$ cat config.mk
export PLATFORM = sky130hd
export DESIGN_NAME = sdm_outq
export DESIGN_NICKNAME = d
export VERILOG_FILES = /design/src/rtl/core/sdm_pkg.sv /design/src/rtl/core/sdm_outq.sv
export SDC_FILE = /design/constraint.sdc
export NUM_CORES = 1
export LEC_CHECK = 0
export BUFFER_PORTS_ARGS = -buffer_cell sky130_fd_sc_hd__buf_2
export CELL_PAD_IN_SITES_DETAIL_PLACEMENT = 2
export CELL_PAD_IN_SITES_GLOBAL_PLACEMENT = 2
export CORE_MARGIN = 2
export CORE_UTILIZATION = 45
export DETAILED_ROUTE_END_ITERATION = 8
export GPL_TIMING_DRIVEN = 0
export HOLD_SLACK_MARGIN = 0.05
export PLACE_DENSITY = 0.86
export SLEW_MARGIN = 10
export SYNTH_ARGS = -nofsm -noshare
export SYNTH_HDL_FRONTEND = slang
export SYNTH_SLANG_ARGS = --single-unit
$ cat constraint.sdc
create_clock -name clk -period 4 [get_ports clk]
set_clock_uncertainty 0.1 [all_clocks]
set_input_delay 0.8 -clock clk [delete_from_list [all_inputs] [get_ports clk]]
set_output_delay 0.8 -clock clk [all_outputs]
set_load 0.05 [all_outputs]
$ cat src/rtl/core/sdm_pkg.sv
// Shared constants and types of the separable median disparity filter.
`default_nettype none

package sdm_pkg;

	// frame geometry that does not vary with the top-level parameters
	localparam int MAX_HEIGHT = 4096;
	localparam int ROW_W      = 12;
	localparam int HGT_W      = 13;

	// configuration port
	localparam int CFG_WIDTH_BITS  = 12;
	localparam int CFG_HEIGHT_BITS = 13;
	localparam int CFG_DATA_BITS   = 13;
	localparam int CFG_INDEX_BITS  = 1;

	localparam logic [CFG_INDEX_BITS-1:0] REG_FRAME_WIDTH  = 1'd0;
	localparam logic [CFG_INDEX_BITS-1:0] REG_FRAME_HEIGHT = 1'd1;

	localparam logic [CFG_WIDTH_BITS-1:0]  RESET_WIDTH  = 12'd640;
	localparam logic [CFG_HEIGHT_BITS-1:0] RESET_HEIGHT = 13'd480;

	// output queue (power of two so the pointers wrap by themselves)
	localparam int OUTQ_DEPTH = 8;
	localparam int OUTQ_PTR_W = $clog2(OUTQ_DEPTH);
	localparam int OUTQ_LVL_W = $clog2(OUTQ_DEPTH + 1);

	// per-word decisions handed from the position tracker to the datapath
	typedef struct packed {
		logic emit;     // word produces an output word
		logic have_h;   // a horizontal result exists for column hcol
		logic inner_h;  // horizontal median applies to that column
		logic inner_v;  // vertical median may apply to the emitted pixel
		logic last;     // emitted pixel closes the frame
	} sdm_item_t;

endpackage

`default_nettype wire

$ cat src/rtl/core/sdm_outq.sv
// Output queue that decouples the filter pipeline from the result stream.
`default_nettype none

module sdm_outq #(
	parameter int WIDTH = 17
) (
	input  logic                            clk,
	input  logic                            arst_n,
	input  logic                            push,
	input  logic [WIDTH-1:0]                push_data,
	output logic                            out_valid,
	input  logic                            out_ready,
	output logic [WIDTH-1:0]                out_data,
	output logic [sdm_pkg::OUTQ_LVL_W-1:0]  level
);

	import sdm_pkg::*;

	logic [WIDTH-1:0]      store_q [OUTQ_DEPTH];
	logic [OUTQ_PTR_W-1:0] wr_q;
	logic [OUTQ_PTR_W-1:0] rd_q;
	logic [OUTQ_LVL_W-1:0] cnt_q;
	logic                  pop;

	assign out_valid = cnt_q != '0;
	assign out_data  = store_q[rd_q];
	assign pop       = out_valid && out_ready;
	assign level     = cnt_q;

	// entry storage
	always_ff @(posedge clk) begin
		if (push) begin
			store_q[wr_q] <= push_data;
		end
	end

	// pointers and occupancy
	always_ff @(posedge clk or negedge arst_n) begin
		if (!arst_n) begin
			wr_q  <= '0;
			rd_q  <= '0;
			cnt_q <= '0;
		end else begin
			if (push) begin
				wr_q <= wr_q + 1'b1;
			end
			if (pop) begin
				rd_q <= rd_q + 1'b1;
			end
			if (push && !pop) begin
				cnt_q <= cnt_q + 1'b1;
			end else if (pop && !push) begin
				cnt_q <= cnt_q - 1'b1;
			end
		end
	end

	a_no_overflow: assert property (@(posedge clk) disable iff (!arst_n)
		push && !pop |-> cnt_q != OUTQ_LVL_W'(OUTQ_DEPTH))
		else $error("output queue written while full");

endmodule

`default_nettype wire

==> impl_metrics.toml <==
[outcome]
outcome = "completed"

[clock_tree]
clock_latency_ns = 0.42
clk_pin_slew_worst_paths_ns = 0.06
tritoncts = "yes"
root_buffer_cell = "sky130_fd_sc_hd__clkbuf_16"
clk_path_buf_depth = 2
postCtsSetupBuffers = 0
cts.sink_count = 146
ctsResizeCount = 0
cts_made_buffers = 17
ctsHoldBuffers = 0
cts_htree_levels = 4

[timing]
timing.final.crit_share_pct = 84.88
totalNegativeSetupSlack_ns = 0
tightest_slew_ns = 0.7627
timing_hold_violations_final = 0
finalSetupViolCount = 0
rsz0062_at_grt = "no"
number_of_slew_limit_violations_in_the_final_report = 0
fin_crit_ns = 3.395
fmaxAchievable_mhz = 294.5
timing.max_slew.rel_slack_pct = 49.15

[placed_design]
routabilityCongestion = 0.6865
portbufs = 42
place.detailed.hpwl_um = 9830
dp_cells = 480

[layout]
finish.net_count = 354
postLayoutCoreUtil_pct = 56.03
layout-area-overhead-vs-synth_pct = 21.82
fraction_of_layout_instances_using_a_drive_strength_above_1_pct = 37.94
layout_common_cells = "136 x sky130_fd_sc_hd__edfxtp_1, 45 x sky130_fd_sc_hd__buf_2, 24 x sky130_fd_sc_hd__mux4_1"
finalNonFillerCells = 512
ant_diodes = 0
multi_input_area_um2 = 1415
num-fill-cells = 1061
layout.cells.most_common = "sky130_fd_sc_hd__edfxtp_1"
seq_area_um2 = 4334

[yosys]
syn_nets = 283
yosys-top-cells-area = "sky130_fd_sc_hd__edfxtp_1 70%, sky130_fd_sc_hd__mux4_1 11%, sky130_fd_sc_hd__dfrtp_1 4.3%"
synth_adder_area_share_pct = 1.423
synth_largest_area_cell = "sky130_fd_sc_hd__edfxtp_1"
ys_types = 28
syn_area_um2 = 5804
number_of_instances_in_the_synthesized_netlist = 256
dominant_combinational_cell_family_by_area_after_synthesis = "multiplexers"
yosys.area_share.xor_xnor_pct = 0.9054
yosysTopAreaCellShare_pct = 70.36
ys_seq_area_share_pct = 74.67
yosys_warnings = 0
synth.avg_cell_area_um2 = 22.67
synth_compound_area_share_pct = 0.7114
count_of_state_elements_after_synthesis = 146
simple_logic_cell_fraction_of_the_synthesized_area_pct = 2.113
post_synth_mux_area_share_pct = 18.80

[grt]
global_route.overflow_total = 0
grt_antenna_before_repair = 1
grt_start_max_net_pins = 17
grt_util_all_layers_pct = 23.04
first_pass_grt_wire_length_um = 22070
number_of_global_route_vias_before_repair = 3260

[routing]
drcViolationCount = 0
detailroute.via_count = 2906
via_per_inst = 5.676
routed_wire_length_per_instance_um = 29.21
ant_nets = 0
drt_first_iter_violations = 240
detail_route.first_pass.iterations = 6
wl_um = 14950

[floorplanning]
core_area_um2 = 12620
start_util_pct = 45.99
core.rowCount = 41
die_w_um = 117.6
total_die_area_um2 = 13820
die-height_um = 117.6
ioPinCount = 43

[power_and_ir_drop]
power.static_leakage_nw = 2.462
totalPowerFinal_w = 0.006075
p_per_area_nw_per_um2 = 859.2
ir_worst_vdd_uv = 409.8

[setup_path]
cp_max_fo = 10
timing.critical_path.to_type = "primary output"
timing.critical_path.from_type = "flip-flop"
path_class = "reg -> out"
cp.arrival_ns = 2.50
timing.critical_path.required_ns = 3.10

[hold_path]
hp-class = "in -> async"

[run]
timing.max_cap.violations = 0
state kept, by name, summed over array words and instances (netlist names):
| signal | cells |
|---|---|
| wr_q | 3 |
| level | 4 |
| rd_q | 3 |
| store_q | 136 |
critical path, cell delays in order (launching register included):
cell and delay, ns:
sky130_fd_sc_hd__dfrtp_1 0.37, sky130_fd_sc_hd__clkbuf_2 0.23, sky130_fd_sc_hd__buf_1 0.54, sky130_fd_sc_hd__mux4_1 0.42
sky130_fd_sc_hd__mux2_2 0.29, sky130_fd_sc_hd__buf_2 0.22
layer usage:
layer | track usage (%) | routed length, um | vias up
li1 | - | - | 1234
met1 | 25.92 | 5593 | 1581
met2 | 42.80 | 8597 | 69
met3 | 6.541 | 518 | 20
met4 | 6.250 | 227 | 2
met5 | 0 | 15 | -
final cells by class:
class	instances	area share, %
flip-flops and latches	146	61.30
multi-input cells	98	20.01
clock buffers	17	6.017
repair buffers	52	5.238
clock inverters	15	3.256
well taps	172	3.044
plain buffers	11	1.079
inverters	1	0.05309
power breakdown:
group	switching [W]	internal, W	total [W]
sequential	0.000131	0.00194	0.00207
combinational	0.00143	0.000811	0.00224
clock	0.000651	0.00111	0.00177
total	0.00221	0.00386	0.00608
metrics by stage:
stage | setup WS (ns) | area, um2 | hold slack (ns)
CTS | 0.5557 | 7071 | 0.1166
global placement | 0.005717 | 6230 | 0.4197
global route | 0.4946 | 7071 | 0.1318
detailed placement | 0.9393 | 6415 | 0.4496
finish | 0.6049 | 7071 | 0.1364
floorplan | 0.7522 | 5804 | 0.4044
cells by family after synthesis:
kind of cell             Yosys count
adder cells (fa/ha/maj)            6
flip-flops                       146
XOR/XNOR                           6
buffers and inverters             12
AND/OR/NAND/NOR                   25
multiplexers                      55
AO/OA/AOI/OAI                      6
path summary, 6_finish.rpt:
kind                           from      endpoint  slack, ns  cells after the start
max reg2reg                level[0]      level[3]       0.92                      8
max                         rd_q[1]  out_data[14]       0.60                      5
min in group clk           level[2]      level[2]       0.45                      2
min                          arst_n       rd_q[2]       0.14                      1
max in group asynchronous    arst_n       wr_q[2]       3.45                      1
min reg2reg                level[2]      level[2]       0.45                      2
Yosys cell counts:
cell type and n:
sky130_fd_sc_hd__nor3_1 3, sky130_fd_sc_hd__mux2i_1 1, sky130_fd_sc_hd__nor2_1 6, sky130_fd_sc_hd__dfrtp_1 10
sky130_fd_sc_hd__nand3_1 3, sky130_fd_sc_hd__a2111o_1 1, sky130_fd_sc_hd__clkbuf_2 1, sky130_fd_sc_hd__a21oi_1 2
sky130_fd_sc_hd__o21ai_0 1, sky130_fd_sc_hd__buf_1 2, sky130_fd_sc_hd__buf_2 3, sky130_fd_sc_hd__nand2_1 6
sky130_fd_sc_hd__ha_1 5, sky130_fd_sc_hd__nand2b_1 3, sky130_fd_sc_hd__clkbuf_1 1, sky130_fd_sc_hd__nand3b_1 1
sky130_fd_sc_hd__mux4_1 24, sky130_fd_sc_hd__xor2_1 1, sky130_fd_sc_hd__edfxtp_1 136, sky130_fd_sc_hd__o211ai_1 2
sky130_fd_sc_hd__xnor2_1 5, sky130_fd_sc_hd__mux2_2 20, sky130_fd_sc_hd__inv_1 1, sky130_fd_sc_hd__or3_1 1
sky130_fd_sc_hd__fa_1 1, sky130_fd_sc_hd__or4_1 2, sky130_fd_sc_hd__mux4_2 10, sky130_fd_sc_hd__buf_6 4
(Power assumes the default switching activity.)
