$ cat src/rtl/core/sdm_median.sv
// Rank-based median of N taps: compare matrix registered, then rank select.
`default_nettype none

module sdm_median #(
	parameter int N  = 7,
	parameter int VB = 16
) (
	input  logic                  clk,
	input  logic [N-1:0][VB-1:0]  taps,
	output logic [VB-1:0]         median
);

	localparam int MID   = (N - 1) / 2;
	localparam int CNT_W = $clog2(N);

	logic [N-1:0][N-1:0]  prec;
	logic [N-1:0][N-1:0]  prec_q;
	logic [N-1:0][VB-1:0] taps_q;
	logic [CNT_W-1:0]     rank [N];

	// prec[i][j]: tap j sorts ahead of tap i (ties broken by position)
	always_comb begin
		for (int i = 0; i < N; i++) begin
			for (int j = 0; j < N; j++) begin
				if (j < i) begin
					prec[i][j] = $signed(taps[j]) <= $signed(taps[i]);
				end else if (j > i) begin
					prec[i][j] = $signed(taps[j]) < $signed(taps[i]);
				end else begin
					prec[i][j] = 1'b0;
				end
			end
		end
	end

	always_ff @(posedge clk) begin
		prec_q <= prec;
		taps_q <= taps;
	end

	// rank of each tap
	always_comb begin
		for (int i = 0; i < N; i++) begin
			rank[i] = '0;
			for (int j = 0; j < N; j++) begin
				rank[i] = rank[i] + CNT_W'(prec_q[i][j]);
			end
		end
	end

	// exactly one tap holds the middle rank
	always_comb begin
		median = '0;
		for (int i = 0; i < N; i++) begin
			if (rank[i] == CNT_W'(MID)) begin
				median = median | taps_q[i];
			end
		end
	end

endmodule

`default_nettype wire

$ cat config.mk
export PLATFORM = sky130hd
export DESIGN_NAME = sdm_median
export DESIGN_NICKNAME = d
export VERILOG_FILES = /design/src/rtl/core/sdm_median.sv
export SDC_FILE = /design/constraint.sdc
export NUM_CORES = 1
export LEC_CHECK = 0
export ABC_AREA = 1
export BUFFER_PORTS_ARGS = -buffer_cell sky130_fd_sc_hd__buf_2
export CAP_MARGIN = 10
export CORE_MARGIN = 4
export CORE_UTILIZATION = 35
export CTS_BUF_LIST = sky130_fd_sc_hd__clkbuf_16
export CTS_CLUSTER_SIZE = 12
export DETAILED_ROUTE_END_ITERATION = 7
export GPL_TIMING_DRIVEN = 0
export REMOVE_ABC_BUFFERS = 1
export SYNTH_ARGS = -nofsm -noshare
export SYNTH_HDL_FRONTEND = slang
export SYNTH_SLANG_ARGS = --single-unit
$ cat constraint.sdc
create_clock -name clk -period 3.35 [get_ports clk]
set_input_delay 0.5025 -clock clk [delete_from_list [all_inputs] [get_ports clk]]
set_output_delay 0.5025 -clock clk [all_outputs]
set_load 0.01 [all_outputs]
==> metrics.yaml, run 1 <==
max_freq_mhz: 246
cpPeakStageDelay_ns: 0.52
p_comb_share_pct: 55.3
fin_util_pct: 41.8
dr.pass1.iters: 5
die_y_um: 202
fin_ws_ns: -0.714
crit_buf_inv: 6
grt_pass1_vias: 12000
post-place-ws_ns: -0.703
use_met1_pct: 26.9
yosysWarnings: 0
drc: 0
grtUsageMet3_pct: 2.57
path_class: "reg -> out"
synth_cells: 1773
layout.nets: 2411
syn_avg_cell_area_um2: 7.44
path_clk_slew_ns: 0.06
clkSinkCount: 154
synthAdderAreaFrac_pct: 35.7
placed_cells: 2401
period_share_pct: 121
path_delay_family: "adder cells"
first_iter_violations: 617
power_mw: 8.67
violations: "negative setup slack"
netlist_area_um2: 13200
p_per_area_nw_per_um2: 562
grt_pass1_wl_mm: 65.4
p_leak_nw: 8.84
gp_congestion: 0.842
routed-via-count: 12200
netSwitchingPower_mw: 3.66
nFillCells: 3709
hold_viol_final: 0
slew_viol_final: 0
die_x_um: 202
drt-wirelength-per-cell_um: 17.5
internal_power_mw: 5.01
hold_path_depth: 1
cts_root_buffer: "clkbuf_16"
final_common_cell: "nand2_1"
top_usage_layer: "met2"
ant_nets: 0
crit_required_ns: 2.85
cp-start-kind: "flip-flop"
dp_hpwl_mm: 34.9
regArea_um2: 3090
holdCritPathClass: "in -> reg"
grtUsageMet2_pct: 35.5
grt_remaining_overflow: 0
slowest_stage: "fa_1"
die-area_um2: 40900
numCtsBuffers: 17
worst_pin_slew_ns: 0.396
cts_buffer_depth: 2
synth_top_area_share_pct: 32.5
crit_fanout: 10
vdd_ir_drop_max_uv: 305
synth_xor_xnor_area_share_pct: 0
muxShareOfSynthArea_pct: 0
seqPwrFrac_pct: 23.8
hold_buffers: 0
seq_area_frac_synth_pct: 23.4
cp_cell_sequence: "fa_1 > inv_1 > fa_1 > inv_1 > ha_1 > inv_1 > fa_1 > nand3b_1 > clkinvlp_4 > buf_12 > nand2_2 > nand2_1 > a221oi_2 > nand2_1 > buf_2"
setup_viol: 16
grt_max_degree: 17
clock_power_share_pct: 20.9
synth_top_family_by_area: "adder cells"
status: "finished with violations"
hold-path-endpoint: "taps_q[0]"
final_cell_mix: "nand2_1 (452), ha_1 (343), inv_1 (313), dfxtp_1 (150), a21oi_1 (135)"
fin_cells: 2452
grtUsageTotal_pct: 20.7
period_needed_ns: 4.06
max_slew_margin_pct: 73.4
synth_cell_types: 20
maxCapViolations: 0
initial_core_util_pct: 35.8
synth_compound_area_share_pct: 9.70
htreeDepth: 4
area_growth_pct: 16.8
vias_per_cell: 4.96
routed_wl_mm: 42.8
antenna_found_initial: 4
rsz0062_at_grt: "true"
drive_gt1_share_pct: 10.9
switching_share_pct: 42.2
multiInputGateArea_um2: 9070
core_um2: 36900
yosysTopAreaCell: "ha_1"
io_pins: 129
yosys-top-cells-area: "ha_1 (33%), dfxtp_1 (23%), nand2_1 (13%)"
synthSimpleGateAreaFrac_pct: 22.0
end_kind: "output port"
arrival_ns: 3.56
synth_seq_cells: 154
rows: 70
cts_tree: "built"
min-delay-start: "taps[0]"
port_buffers: 128
## worst max-delay path by stage
stage / cells after the start / start / endpoint / slack [ns]
after global routing: 15 / prec_q[31] / median[4] / -0.91
final: 15 / prec_q[14] / median[13] / -0.71
after detailed placement: 13 / prec_q[28] / median[5] / -0.70
after global placement: 11 / prec_q[35] / median[5] / -1.46
after floorplan: 11 / prec_q[35] / median[2] / -0.06
after CTS: 15 / prec_q[31] / median[7] / -0.73
## synth_stat cells
library cell / number
a22o_1: 11
nand2_2: 4
nor2_2: 1
o21a_1: 2
fa_1: 21
dfxtp_1: 154
ha_1: 343
nor2_1: 123
a21o_1: 19
nand4_1: 17
nand2_1: 455
buf_2: 7
nor4_4: 2
inv_1: 314
nand3_1: 86
a21oi_1: 141
a221oi_1: 20
nor3_1: 20
nand3b_1: 4
o21ai_0: 29
## per-stage QoR
| step | cell area [µm²] | hold slack [ns] | setup TNS (ns) |
|---|---|---|---|
| 2_1_floorplan | 13200 | 0.530 | -0.231 |
| 3_3_place_gp | 14400 | 0.621 | -20.28 |
| 3_5_place_dp | 14500 | 0.622 | -10.06 |
| 4_1_cts | 15300 | 0.163 | -10.96 |
| 5_1_grt | 15400 | 0.168 | -13.79 |
| 6_report | 15400 | 0.174 | -10.80 |
## cell families after synthesis
family / count (synthesis)
adder cells (fa/ha/maj): 364
flip-flops: 154
buffers and inverters: 321
AND/OR/NAND/NOR: 712
AO/OA/AOI/OAI: 222
## cell type report
| class | count | share of cell area [%] |
|---|---|---|
| multi-input combinational | 1298 | 58.8 |
| sequential | 154 | 20.0 |
| inverter | 314 | 7.72 |
| timing repair buffer | 149 | 5.84 |
| tap | 504 | 4.09 |
| clock buffer | 17 | 2.76 |
| clock inverter | 15 | 0.706 |
| antenna | 1 | 0.0162 |
## repair_timing
item	in CTS	in global routing
setup endpoints to repair	16	16
resized for setup	35	8
pin swaps	6	4
setup buffers	14	4
## layer usage
layer,up-vias,part of all wire [%]
met4,0,3.1
met1,5670,44
met3,62,5.0
met5,-,0
li1,6140,-
met2,302,48
## flip-flops by register name, indices dropped and copies added, names as in the netlist
register and flops:
taps_q 112, prec_q 42
## power groups by stage
| stage | logic (mW) | registers [mW] | clock network (mW) |
|---|---|---|---|
| global placement | 3.75 | 2.09 | 0 |
| floorplan | 2.30 | 2.08 | 0 |
| finish | 4.79 | 2.06 | 1.81 |
| global route | 5.31 | 2.07 | 1.92 |
| CTS | 4.61 | 2.06 | 1.84 |
| detailed placement | 3.96 | 2.09 | 0 |
Power figures use the tool's default switching activity.
==> run 2, diff against run 1 <==
--- a/config.mk
+++ b/config.mk
@@ -6,13 +6,14 @@
 export NUM_CORES = 1
 export LEC_CHECK = 0
 export ABC_AREA = 1
-export BUFFER_PORTS_ARGS = -buffer_cell sky130_fd_sc_hd__buf_2
+export ABC_CLOCK_PERIOD_IN_PS = 3350
 export CAP_MARGIN = 10
 export CORE_MARGIN = 4
 export CORE_UTILIZATION = 35
 export CTS_BUF_LIST = sky130_fd_sc_hd__clkbuf_16
 export CTS_CLUSTER_SIZE = 12
 export DETAILED_ROUTE_END_ITERATION = 7
+export DONT_BUFFER_PORTS = 1
 export GPL_TIMING_DRIVEN = 0
 export REMOVE_ABC_BUFFERS = 1
 export SYNTH_ARGS = -nofsm -noshare
==> constraint.sdc (replaced) <==
create_clock -name clk -period 3.35 [get_ports clk]
set_input_delay 0 -clock clk [delete_from_list [all_inputs] [get_ports clk]]
set_output_delay 0 -clock clk [all_outputs]
set_load 0.01 [all_outputs]
==> metrics.yaml, run 2 (synthesis results as in run 1) <==
ant_nets: 0
largest_register_ffs: 112
gp_congestion: 0.871
top_register: "taps_q"
slew_viol_final: 0
die_y_um: 202
vdd_ir_drop_max_uv: 488
rsz0062_at_grt: "true"
hold_viol_final: 0
grt_pass1_vias: 12100
vias_per_cell: 5.07
routed-via-count: 12400
status: "finished with violations"
grt_pass1_wl_mm: 68.9
crit_fanout: 7
worst_pin_slew_ns: 0.475
path_clk_slew_ns: 0.07
max_slew_margin_pct: 68.2
grtUsageTotal_pct: 22.0
die-area_um2: 40900
cts_tree: "built"
post-place-ws_ns: -0.474
first_iter_violations: 816
drt-wirelength-per-cell_um: 18.9
p_per_area_nw_per_um2: 523
fin_ws_ns: -0.156
antenna_found_initial: 3
cts_root_buffer: "clkbuf_16"
crit_required_ns: 3.35
maxCapViolations: 0
period_share_pct: 105
grt_remaining_overflow: 0
clkSinkCount: 154
htreeDepth: 4
grt_max_degree: 17
reg_top3: "taps_q x112, prec_q x42"
final_cell_mix: "nand2_1 (444), ha_1 (343), inv_1 (313), dfxtp_1 (151), a21oi_1 (135)"
die_x_um: 202
fin_cells: 2435
violations: "negative setup slack"
initial_core_util_pct: 35.8
io_pins: 129
dr.pass1.iters: 5
holdCritPathClass: "in -> reg"
drc: 0
area_growth_pct: 20.5
port_buffers: 0
final_common_cell: "nand2_1"
cts_buffer_depth: 2
max_freq_mhz: 285
rows: 70
routed_wl_mm: 46.0
placed_cells: 2272
drive_gt1_share_pct: 4.93
layout.nets: 2392
dp_hpwl_mm: 34.2
cp-start-kind: "flip-flop"
setup_viol: 16
core_um2: 36900
p_leak_nw: 8.80
arrival_ns: 3.51
power_mw: 8.32
period_needed_ns: 3.51
fin_util_pct: 43.1
numCtsBuffers: 17
path_class: "reg -> out"
end_kind: "output port"
-- run 2: changes by cell type in the layout (fill, tap and decap cells not counted), sizes merged --
cell / change
dlygate4sd3: +112
clkinv: -1
diode: +2
buf: -131
clkinvlp: +1
-- run 2: layer usage --
metal	vias to the layer above	part of all wire [%]	track usage (%)
li1	6093	-	-
met1	5767	44	29.1
met2	405	45	36.2
met3	90	7.6	3.74
met4	2	3.5	7.98
met5	-	0.026	0
-- run 2: metrics by stage --
stage                     hold WS (ns)  TNS (ns)  area [µm²]
after floorplan                 0.0277         0       13200
after global placement          0.0278    -11.38       13800
after detailed placement        0.0278     -5.10       13800
after CTS                      0.00637     -2.04       15800
after global routing            0.0608     -3.92       15900
final                           0.0259     -1.78       15900
-- run 2: layout make-up --
class                           count  area [µm²]
Tap cell                          504         631
Multi-Input combinational cell   1298        9090
Sequential cell                   154        3090
Fill cell                        3594       21000
Clock buffer                       17         425
Clock inverter                     15         129
Timing Repair Buffer              130        1340
Antenna cell                        3        7.51
Inverter                          314        1190
-- run 2: critical path, cell delays in order (launching register included) --
cell and delay (ns):
dfxtp_2 0.32, fa_1 0.52, inv_1 0.05, fa_1 0.44, inv_1 0.07, ha_1 0.14, inv_1 0.05, fa_1 0.48
nand3b_1 0.15, clkinvlp_4 0.12, buf_12 0.15, buf_4 0.13, a22o_1 0.18, a21oi_2 0.13, nand3_2 0.13
-- run 2: path summary, 6_finish.rpt --
kind	slack, ns	cells after the start	end	start
hold / removal	0.03	3	prec_q[15]	taps[31]
setup / recovery	-0.16	14	median[7]	prec_q[28]
-- run 2: where the power goes --
group / switching (mW) / total (mW) / internal, mW / leakage [nW]
Sequential: 0.0610 / 2.06 / 2.00 / 1.30
Combinational: 2.65 / 4.41 / 1.76 / 7.23
Clock: 0.830 / 1.85 / 1.02 / 0.268
Total: 3.54 / 8.32 / 4.78 / 8.80
-- run 2: what timing repair did --
action,4_1_cts,5_1_grt
setup endpoints to repair,16,16
endpoints found under the hold margin,138,0
pin swaps,11,5
hold buffers,112,0
resized for setup,32,15
setup buffers,16,0
