$ cat config.mk
export PLATFORM = sky130hd
export DESIGN_NAME = sdm_track
export DESIGN_NICKNAME = d
export VERILOG_FILES = /design/src/rtl/core/sdm_pkg.sv /design/src/rtl/core/sdm_track.sv
export SDC_FILE = /design/constraint.sdc
export NUM_CORES = 1
export LEC_CHECK = 0
export ABC_AREA = 0
export BUFFER_PORTS_ARGS = -buffer_cell sky130_fd_sc_hd__buf_4
export CAP_MARGIN = 20
export CORE_MARGIN = 2
export CORE_UTILIZATION = 55
export CTS_BUF_LIST = sky130_fd_sc_hd__clkbuf_8
export CTS_CLUSTER_SIZE = 24
export DETAILED_ROUTE_END_ITERATION = 10
export MAX_ROUTING_LAYER = met4
export PLACE_DENSITY = 0.8
export RECOVER_POWER = 100
export SETUP_SLACK_MARGIN = 0.3
export SLEW_MARGIN = 40
export SYNTH_ARGS = -nofsm -noshare
export SYNTH_HDL_FRONTEND = slang
export SYNTH_SLANG_ARGS = --single-unit
$ cat constraint.sdc
create_clock -name clk -period 5.9 [get_ports clk]
set_input_delay 0.59 -clock clk [delete_from_list [all_inputs] [get_ports clk]]
set_output_delay 0.59 -clock clk [all_outputs]
set_load 0.02 [all_outputs]
$ cat src/rtl/core/sdm_pkg.sv
// Shared constants and types of the separable median disparity filter.
`default_nettype none

package sdm_pkg;

	// frame geometry that does not vary with the top-level parameters
	localparam int MAX_HEIGHT = 4096;
	localparam int ROW_W      = 12;
	localparam int HGT_W      = 13;

	// configuration port
	localparam int CFG_WIDTH_BITS  = 12;
	localparam int CFG_HEIGHT_BITS = 13;
	localparam int CFG_DATA_BITS   = 13;
	localparam int CFG_INDEX_BITS  = 1;

	localparam logic [CFG_INDEX_BITS-1:0] REG_FRAME_WIDTH  = 1'd0;
	localparam logic [CFG_INDEX_BITS-1:0] REG_FRAME_HEIGHT = 1'd1;

	localparam logic [CFG_WIDTH_BITS-1:0]  RESET_WIDTH  = 12'd640;
	localparam logic [CFG_HEIGHT_BITS-1:0] RESET_HEIGHT = 13'd480;

	// output queue (power of two so the pointers wrap by themselves)
	localparam int OUTQ_DEPTH = 8;
	localparam int OUTQ_PTR_W = $clog2(OUTQ_DEPTH);
	localparam int OUTQ_LVL_W = $clog2(OUTQ_DEPTH + 1);

	// per-word decisions handed from the position tracker to the datapath
	typedef struct packed {
		logic emit;     // word produces an output word
		logic have_h;   // a horizontal result exists for column hcol
		logic inner_h;  // horizontal median applies to that column
		logic inner_v;  // vertical median may apply to the emitted pixel
		logic last;     // emitted pixel closes the frame
	} sdm_item_t;

endpackage

`default_nettype wire

$ cat src/rtl/core/sdm_track.sv
// Raster position tracking, frame size registers and delay ring pointers.
`default_nettype none

module sdm_track #(
	parameter int MAX_WIDTH = 2048,
	parameter int RADIUS    = 3
) (
	input  logic                                          clk,
	input  logic                                          arst_n,
	input  logic                                          cfg_we,
	input  logic [sdm_pkg::CFG_INDEX_BITS-1:0]            cfg_index,
	input  logic [sdm_pkg::CFG_DATA_BITS-1:0]             cfg_data,
	input  logic                                          accept,
	input  logic                                          flush,
	output sdm_pkg::sdm_item_t                            item,
	output logic [$clog2(MAX_WIDTH)-1:0]                  hcol,
	output logic [$clog2(RADIUS*MAX_WIDTH+RADIUS+1)-1:0]  delay_waddr,
	output logic [$clog2(RADIUS*MAX_WIDTH+RADIUS+1)-1:0]  delay_raddr
);

	import sdm_pkg::*;

	localparam int TAPS   = 2 * RADIUS + 1;
	localparam int DEPTH  = RADIUS * MAX_WIDTH + RADIUS + 1;
	localparam int COL_W  = $clog2(MAX_WIDTH);
	localparam int WID_W  = $clog2(MAX_WIDTH + 1);
	localparam int PTR_W  = $clog2(DEPTH);
	localparam int FILL_W = $clog2(DEPTH + 1);

	function automatic logic [WID_W-1:0] sat_width(input logic [CFG_WIDTH_BITS-1:0] v);
		logic [WID_W-1:0] r;
		if (32'(v) < 32'(TAPS)) begin
			r = WID_W'(TAPS);
		end else if (32'(v) > 32'(MAX_WIDTH)) begin
			r = WID_W'(MAX_WIDTH);
		end else begin
			r = WID_W'(v);
		end
		return r;
	endfunction

	function automatic logic [HGT_W-1:0] sat_height(input logic [CFG_HEIGHT_BITS-1:0] v);
		logic [HGT_W-1:0] r;
		if (32'(v) < 32'(TAPS)) begin
			r = HGT_W'(TAPS);
		end else if (32'(v) > 32'(MAX_HEIGHT)) begin
			r = HGT_W'(MAX_HEIGHT);
		end else begin
			r = HGT_W'(v);
		end
		return r;
	endfunction

	logic [WID_W-1:0]  w_q;
	logic [HGT_W-1:0]  h_q;
	logic [COL_W-1:0]  in_col_q;
	logic [ROW_W-1:0]  in_row_q;
	logic [COL_W-1:0]  out_col_q;
	logic [ROW_W-1:0]  out_row_q;
	logic [FILL_W-1:0] fill_q;
	logic [PTR_W-1:0]  wr_q;
	logic [PTR_W-1:0]  rd_q;

	logic [FILL_W-1:0] lag;
	logic              have_h;
	logic              emit;
	logic              in_col_last, in_row_last, out_col_last, out_row_last;
	logic [PTR_W-1:0]  wr_next, rd_next;

	// output lag in words: RADIUS rows plus RADIUS pixels
	assign lag = FILL_W'(32'(RADIUS) * 32'(w_q) + 32'(RADIUS));

	assign have_h = 32'(in_col_q) >= 32'(RADIUS);
	assign hcol   = in_col_q - COL_W'(RADIUS);
	assign emit   = flush ? (fill_q != '0) : (fill_q >= lag);

	assign in_col_last  = 32'(in_col_q) == 32'(w_q) - 32'd1;
	assign in_row_last  = 32'(in_row_q) == 32'(h_q) - 32'd1;
	assign out_col_last = 32'(out_col_q) == 32'(w_q) - 32'd1;
	assign out_row_last = 32'(out_row_q) == 32'(h_q) - 32'd1;

	assign wr_next = (32'(wr_q) == 32'(DEPTH - 1)) ? '0 : wr_q + 1'b1;
	assign rd_next = (32'(rd_q) == 32'(DEPTH - 1)) ? '0 : rd_q + 1'b1;

	// decisions for the word at the input
	always_comb begin
		item.emit    = emit;
		item.have_h  = !flush && have_h;
		item.inner_h = 32'(in_row_q) >= 32'(RADIUS) &&
			32'(in_row_q) + 32'(RADIUS) < 32'(h_q) &&
			32'(in_col_q) >= 32'(2 * RADIUS);
		item.inner_v = !flush && have_h && hcol == out_col_q &&
			32'(out_row_q) >= 32'(RADIUS) &&
			32'(out_row_q) + 32'(RADIUS) < 32'(h_q) &&
			32'(out_col_q) >= 32'(RADIUS) &&
			32'(out_col_q) + 32'(RADIUS) < 32'(w_q);
		item.last    = out_row_last && out_col_last;
	end

	assign delay_waddr = wr_q;
	assign delay_raddr = rd_q;

	// size registers, positions, fill count and ring pointers
	always_ff @(posedge clk or negedge arst_n) begin
		if (!arst_n) begin
			w_q       <= sat_width(RESET_WIDTH);
			h_q       <= sat_height(RESET_HEIGHT);
			in_col_q  <= '0;
			in_row_q  <= '0;
			out_col_q <= '0;
			out_row_q <= '0;
			fill_q    <= '0;
			wr_q      <= '0;
			rd_q      <= '0;
		end else if (cfg_we) begin
			unique case (cfg_index)
				REG_FRAME_WIDTH: begin
					w_q <= sat_width(cfg_data[CFG_WIDTH_BITS-1:0]);
				end
				REG_FRAME_HEIGHT: begin
					h_q <= sat_height(cfg_data[CFG_HEIGHT_BITS-1:0]);
				end
				default: begin
				end
			endcase
			// any write restarts the frame
			in_col_q  <= '0;
			in_row_q  <= '0;
			out_col_q <= '0;
			out_row_q <= '0;
			fill_q    <= '0;
			wr_q      <= '0;
			rd_q      <= '0;
		end else if (accept) begin
			if (!flush) begin
				wr_q <= wr_next;
				if (in_col_last) begin
					in_col_q <= '0;
					in_row_q <= in_row_last ? '0 : in_row_q + 1'b1;
				end else begin
					in_col_q <= in_col_q + 1'b1;
				end
			end
			if (emit) begin
				rd_q <= rd_next;
				if (out_col_last) begin
					out_col_q <= '0;
					out_row_q <= out_row_last ? '0 : out_row_q + 1'b1;
				end else begin
					out_col_q <= out_col_q + 1'b1;
				end
			end
			if (!flush && !emit) begin
				fill_q <= fill_q + 1'b1;
			end else if (flush && emit) begin
				fill_q <= fill_q - 1'b1;
			end
		end
	end

	a_fill_bound: assert property (@(posedge clk) disable iff (!arst_n)
		fill_q <= lag)
		else $error("pending count exceeds the output lag");

	a_ring_gap: assert property (@(posedge clk) disable iff (!arst_n)
		(wr_q >= rd_q) ? (32'(wr_q) - 32'(rd_q) == 32'(fill_q)) :
			(32'(wr_q) + 32'(DEPTH) - 32'(rd_q) == 32'(fill_q)))
		else $error("delay ring pointers disagree with pending count");

endmodule

`default_nettype wire

==> run_results.csv, run 1 <==
group,metric,value,unit
outcome,status,"finished, violations left",
outcome,violations,"max-capacitance violations, max-slew violations",
floorplanning,die_area,19300,sq um
setup_path,crit_fanout,7,
route,vias,8971,
cts,ctsHtreeMaxLevel,3,
pwr,peakVddDrop,0.000164,V
worst_hold_path,hp-class,"input pin to register",
yosys,ys_types,73,
pwr,seqPwrFrac,31.7,%
cts,cts_made_buffers,9,
place,gp_congestion,0.986,
global_routing,gr-usage-all-layers,28.3,%
global_routing,gr-total-overflow,0,
setup_path,crit_type,"register to register",
setup_path,crit_arrival,5.95,ns
floorplanning,io_pins,61,
global_routing,grt_pass1_wl,43500,microns
timing,rsz0062_at_grt,"yes",
timing,fin_worst_skew,0.0167,ns
yosys,synthTopCellsByArea,"dfrtp_1, ha_1, xnor2_1, xor2_1, nand2_1",
timing,relSlewSlack,-145,%
setup_path,startpoint_type,"register",
setup_path,crit_slowest_cell,"dfrtp_1",
floorplanning,die_w,139,microns
pwr,p_sw,1310,uW
cts,root_buffer,"clkbuf_8",
route,avgViaCountPerCell,6.24,
setup_path,required,6.24,ns
final_layout,num-nets-final,1330,
pwr,power.density,281,nW/um^2
final_layout,num_antenna_cells,0,
yosys,synth-main-ff-cell,"dfrtp_1",
yosys,synth_edf_count,0,
cts,cts_buffer_depth,2,
yosys,synth_warnings,0,
route,drt_wl_total,26300,microns
setup_path,r2r_slack,0.30,ns
setup_path,cp_num_buf_inv,5,
setup_path,cp-startpoint,"w_q[1]$_DFFE_PN0P_",
setup_path,cp_top_family,"compound AO/OA/AOI/OAI gates",
timing,finalCriticalPeriod,5.60,ns
yosys,yosysTopAreaCell,"dfrtp_1",
setup_path,ff2ff_path_depth,30,
route,drt_iter0_drc,694,
setup_path,rr_endpoint,"fill_q[8]$_DFFE_PN0P_",
yosys,synth_most_common_cell,"nand2_1",
yosys,synth_seq_cells,110,
yosys,syn_avg_cell_area,8.57,sq um
pwr,p_leak,0.00480,uW
yosys,seq_area_frac_synth,27.6,%
yosys,synth_nets,1295,
setup_path,cpPeakStageDelay,0.42,ns
yosys,async_reset_ff_share,100,%
pwr,switching_share,42.9,%
timing,setup_violations,0,
setup_path,timing.rr.start,"w_q[1]$_DFFE_PN0P_",
pwr,p_comb_share,52.8,%
floorplanning,fp.dieH,139,microns
cts,cts.clk_slew.worst_paths,0.12,ns
yosys,syn_inst,1169,
timing,max_freq,178,MHz
route,ant_nets,0,
place,hpwl,19800,microns
timing,fin_tns_setup,0,ns
timing,slew_violations,110,
job,cap_violations,3,
final_layout,n_fill_cell,1608,
cts,cts_tree,"done",
setup_path,cp.depth,30,
place,dp_slack,0.00728,ns
yosys,syn-cell-area,10000,sq um
final_layout,area_growth,8.67,%
yosys,ys_top_cells_by_count,"nand2_1, ha_1, dfrtp_1",
pwr,power,3060,uW
floorplanning,start_util,55.9,%
pwr,clkPwrFrac,15.5,%
global_routing,antenna_found_initial,0,
route,drc,0,
timing,worstMarginPinSlew,3.68,ns
timing,finalHoldViolCount,0,
cts,cts_num_sinks,110,
timing,timing.final.crit_share,95.0,%
worst_hold_path,hp-start,"cfg_data[3]",
global_routing,grt_max_degree,65,
cts,clock_latency,0.41,ns
setup_path,crit_end,"fill_q[8]$_DFFE_PN0P_",
setup_path,cp_common_cell,"a21oi_2",
route,routedWlPerCell,18.3,microns
floorplanning,core-area,17900,sq um
final_layout,drive_above_1_share,9.77,%
route,drt_pass1_iterations,5,
floorplanning,fp-row-count,49,
yosys,netlist.area_leader.share,26.0,%
setup_path,cp-end-kind,"register",
global_routing,grt_pass1_vias,8470,
pwr,power.internal,1750,uW
timing,holdWs,0.430,ns
cts,cts_hold_buf,0,
timing,setup_ws,0.296,ns
place,io_buffer_count,60,
area by class of cell:
type / instances / area [sq um] / share of cell area [%]
well taps: 229 / 287 / 2.63
repair buffers: 86 / 497 / 4.56
inverters: 60 / 228 / 2.09
clock buffers: 9 / 124 / 1.14
flip-flops and latches: 110 / 2760 / 25.4
multi-input cells: 937 / 6920 / 63.6
clock inverters: 6 / 62.6 / 0.575
power groups by stage:
stage,Sequential (uW),Clock (uW),Combinational (uW)
after CTS,965,485,1510
after floorplan,927,0,1160
final,971,474,1610
after detailed placement,982,0,1480
after global placement,980,0,1430
after global routing,985,513,1800
registers in the layout, summed over array words and instances, names as in the netlist, 12 cells and up:
name,count
delay_raddr,13
delay_waddr,13
fill_q,13
h_q,13
in_row_q,12
out_row_q,12
w_q,12
metal layers:
layer,routed length (microns),GRT usage (%),part of all wire [%],vias to the layer above
li1,-,-,-,4267
met5,0,-,0,-
met1,12100,40.0,46,4355
met2,11900,42.7,45,310
met3,1670,3.25,6.3,39
met4,633,9.09,2.4,0
how the worst min path moves through the flow:
| stage | slack (ns) | cells after the start | end |
|---|---|---|---|
| 4_1_cts | 0.30 | 1 | fill_q[3]$_DFFE_PN0P_ |
| 3_5_place_dp | 0.54 | 1 | w_q[11]$_DFFE_PN0P_ |
| 5_1_grt | 0.42 | 2 | h_q[3]$_DFFE_PN0P_ |
| 2_1_floorplan | 0.29 | 0 | delay_raddr[0]$_DFFE_PN0P_ |
| 3_3_place_gp | 0.53 | 1 | w_q[11]$_DFFE_PN0P_ |
| 6_report | 0.43 | 2 | h_q[3]$_DFFE_PN0P_ |
metrics by stage:
step / std cells / instance area, sq um / util (%)
2_1_floorplan: 1169 / 10100 / -
3_3_place_gp: 1409 / 10700 / 59.7
3_5_place_dp: 1409 / 10700 / 59.8
4_1_cts: 1428 / 10900 / 61.0
5_1_grt: 1437 / 10900 / 60.8
6_report: 1437 / 10900 / 60.8
repair_timing:
action | CTS | global route
buffers inserted | 4 | 9
pin swaps | 3 | 18
setup endpoints to repair | 2 | 6
resized for setup | 4 | 16
cells by family (layout without fill, tap and decap cells):
family | count (synthesis) | count (layout) | synth area share (%)
flops | 110 | 110 | 27.6
xor+xnor | 140 | 140 | 14.4
fa+ha+maj | 108 | 108 | 13.5
mux | 13 | 13 | 1.37
compound gates | 256 | 256 | 17.0
simple gates | 420 | 420 | 21.4
buf+inv | 122 | 161 | 4.66
cells in the final DEF (no fill, tap or decap), types with 7 or more instances in the layout:
master    netlist  final
clkbuf_1       56     42
o21ai_0        76     73
or2_2           8      8
nor2b_1        15     15
and3_1         15     15
a21oi_1        37     32
mux2i_1         7      7
inv_1          59     55
nand4_1        27     27
o41ai_1        11      9
or4_1           7      9
buf_4           2     40
a22o_1         13     13
a31oi_1        10     10
nor4_1         20     20
o21a_1         22     22
nand3_1        36     36
nor3_1         28     27
nand2_1       112    112
ha_1          106    101
o31ai_1        23     23
xnor3_1        16     16
dfrtp_1       104    103
nand2b_1       17     17
xor2_1         56     56
a211oi_1       13      9
nor2_1         90     88
clkbuf_8        0      9
and2_1          8      8
xnor2_1        68     67
No activity file was read; power rests on OpenSTA's default activity.
==> run 2: changes to the inputs <==
--- a/config.mk
+++ b/config.mk
@@ -6,7 +6,7 @@
 export NUM_CORES = 1
 export LEC_CHECK = 0
 export ABC_AREA = 0
-export BUFFER_PORTS_ARGS = -buffer_cell sky130_fd_sc_hd__buf_4
+export BUFFER_PORTS_ARGS = -buffer_cell sky130_fd_sc_hd__buf_2
 export CAP_MARGIN = 20
 export CORE_MARGIN = 2
 export CORE_UTILIZATION = 55
==> run 2 against run 1 <==
The run still ends with max-capacitance violations, max-slew violations left. Sequential power hardly changed. Count of clock-buffer cells in the layout stayed put. Design area is 0.81% lower. Total power is 2.2% lower. Maximum frequency is 1.2% lower. Final cell count is 0.14% higher. Hold slack better by 0.017 ns.
==> run_results.csv, run 2 (same netlist as run 1, synthesis figures left out) <==
group,metric,value,unit
pwr,p_leak,0.00475,uW
setup_path,timing.rr.start,"w_q[1]$_DFFE_PN0P_",
final_layout,final_cell_mix,"nand2_1, dfrtp_1, ha_1, nor2_1, o21ai_0",
job,cap_violations,4,
final_layout,final_common_cell,"nand2_1",
global_routing,grt_pass1_wl,43200,microns
final_layout,seqCellArea,2760,sq um
pwr,peakVddDrop,0.000173,V
place,io_buffer_count,60,
final_layout,num-nets-final,1331,
timing,setup_violations,0,
floorplanning,io_pins,61,
setup_path,crit_end,"fill_q[12]$_DFFE_PN0P_",
final_layout,multi_input_area,6900,sq um
cts,root_buffer,"clkbuf_8",
route,ant_nets,0,
timing,fin_worst_skew,0.0227,ns
route,vias,9051,
cts,cts_num_sinks,110,
global_routing,antenna_found_initial,0,
route,drt_pass1_iterations,5,
setup_path,crit_arrival,5.95,ns
pwr,power.density,277,nW/um^2
timing,setup_ws,0.230,ns
global_routing,grt_max_degree,71,
floorplanning,fp-row-count,49,
setup_path,required,6.18,ns
global_routing,grt-busiest-layer,"met2",
cts,cts_tree,"done",
timing,relSlewSlack,-59.0,%
final_layout,num_antenna_cells,0,
global_routing,gr-usage-all-layers,28.0,%
route,routedWlPerCell,18.5,microns
timing,worstMarginPinSlew,2.38,ns
outcome,status,"finished, violations left",
final_layout,n_fill_cell,1636,
place,gp_congestion,0.981,
timing,rsz0062_at_grt,"yes",
cts,cts_buffer_depth,2,
timing,finalCriticalPeriod,5.67,ns
route,drt_wl_total,26600,microns
final_layout,drive_above_1_share,8.51,%
pwr,power,2990,uW
timing,timing.final.crit_share,96.1,%
floorplanning,die_w,139,microns
global_routing,grt_pass1_vias,8464,
global_routing,use_met3,2.97,%
setup_path,r2r_slack,0.23,ns
timing,slew_violations,158,
floorplanning,start_util,55.9,%
place,hpwl,19900,microns
route,avgViaCountPerCell,6.29,
global_routing,use_met2,43.6,%
floorplanning,fp.dieH,139,microns
floorplanning,die_area,19300,sq um
setup_path,crit_type,"register to register",
timing,finalHoldViolCount,0,
floorplanning,core-area,17900,sq um
cts,cts_hold_buf,0,
setup_path,startpoint_type,"register",
route,drc,0,
final_layout,area_growth,7.80,%
place,dp_slack,-0.0315,ns
cts,cts.clk_slew.worst_paths,0.13,ns
worst_hold_path,whs_path_depth,2,
cts,clock_latency,0.40,ns
outcome,violations,"max-capacitance violations, max-slew violations",
route,drt_iter0_drc,811,
cts,ctsHtreeMaxLevel,3,
cts,cts_made_buffers,9,
worst_hold_path,hp-class,"input pin to register",
setup_path,rr_endpoint,"fill_q[12]$_DFFE_PN0P_",
global_routing,use_met1,38.9,%
setup_path,ff2ff_path_depth,27,
setup_path,crit_fanout,4,
timing,max_freq,176,MHz
global_routing,gr-total-overflow,0,
setup_path,cp-end-kind,"register",
setup_path,cp-startpoint,"w_q[1]$_DFFE_PN0P_",
==> run 2: final cells by class <==
type                       count  area share, %
sequential                   110           25.6
clock inverter                 7          0.533
clock buffer                   9           1.15
inverter                      60           2.11
tap                          229           2.65
multi-input combinational    937           64.0
timing repair buffer          87           4.01
==> run 2: metal layers <==
| metal | wire length, microns | vias up |
|---|---|---|
| met4 | 658 | 0 |
| met1 | 11900 | 4383 |
| met2 | 12200 | 352 |
| met3 | 1800 | 50 |
| li1 | - | 4266 |
| met5 | 0 | - |
==> run 2: worst min-delay path by stage <==
stage                     slack (ns)                        from                          to
after floorplan                 0.29                      arst_n  delay_raddr[0]$_DFFE_PN0P_
after global placement          0.52  delay_waddr[7]$_DFFE_PN0P_  delay_waddr[7]$_DFFE_PN0P_
after detailed placement        0.54         w_q[11]$_DFFE_PN0P_         w_q[11]$_DFFE_PN0P_
after CTS                       0.20                      arst_n       fill_q[5]$_DFFE_PN0P_
after global routing            0.45                 cfg_data[3]          h_q[3]$_DFFE_PN0P_
final                           0.45                 cfg_data[3]          h_q[3]$_DFFE_PN0P_
==> run 2: what timing repair did <==
action                                  4_1_cts  5_1_grt
buffers inserted                              4        7
pin swaps                                     5       11
gates resized for setup                       7        5
endpoints found under the setup margin        3        6
==> run 2: critical path, cell delays in order, from the launching register on <==
cell      delay (ns)
dfrtp_1         0.43
inv_2           0.12
ha_4            0.14
inv_1           0.06
ha_4            0.24
a21o_1          0.17
a21oi_2         0.18
o21bai_1        0.13
a21oi_2         0.18
nor2b_1         0.06
o21a_1          0.18
o31a_1          0.27
o41ai_2         0.36
xor2_1          0.20
ha_1            0.27
o21ai_1         0.10
o21ai_2         0.11
a211oi_4        0.28
a21oi_4         0.13
fa_2            0.39
o21a_1          0.21
nor3_2          0.15
a211oi_1        0.08
o22ai_2         0.24
o21ai_2         0.11
a22o_1          0.22
a211oi_2        0.19
mux2_2          0.35
==> run 2: power by group <==
group          internal, uW  total (uW)  switching (uW)  leakage, uW
combinational           690        1560             873      0.00318
sequential              829         971             141      0.00148
clock                   161         459             298    0.0000939
==> run 2: stage by stage <==
| step | utilization [%] | hold WS, ns | cells | cell area, sq um | setup TNS (ns) |
|---|---|---|---|---|---|
| final | 60.3 | 0.447 | 1439 | 10800 | 0 |
| after global routing | 60.3 | 0.448 | 1439 | 10800 | 0 |
| after CTS | 60.4 | 0.195 | 1432 | 10800 | 0 |
| after detailed placement | 59.1 | 0.537 | 1412 | 10600 | -0.0315 |
| after global placement | 59.0 | 0.523 | 1412 | 10600 | 0 |
| after floorplan | - | 0.294 | 1169 | 10100 | 0 |
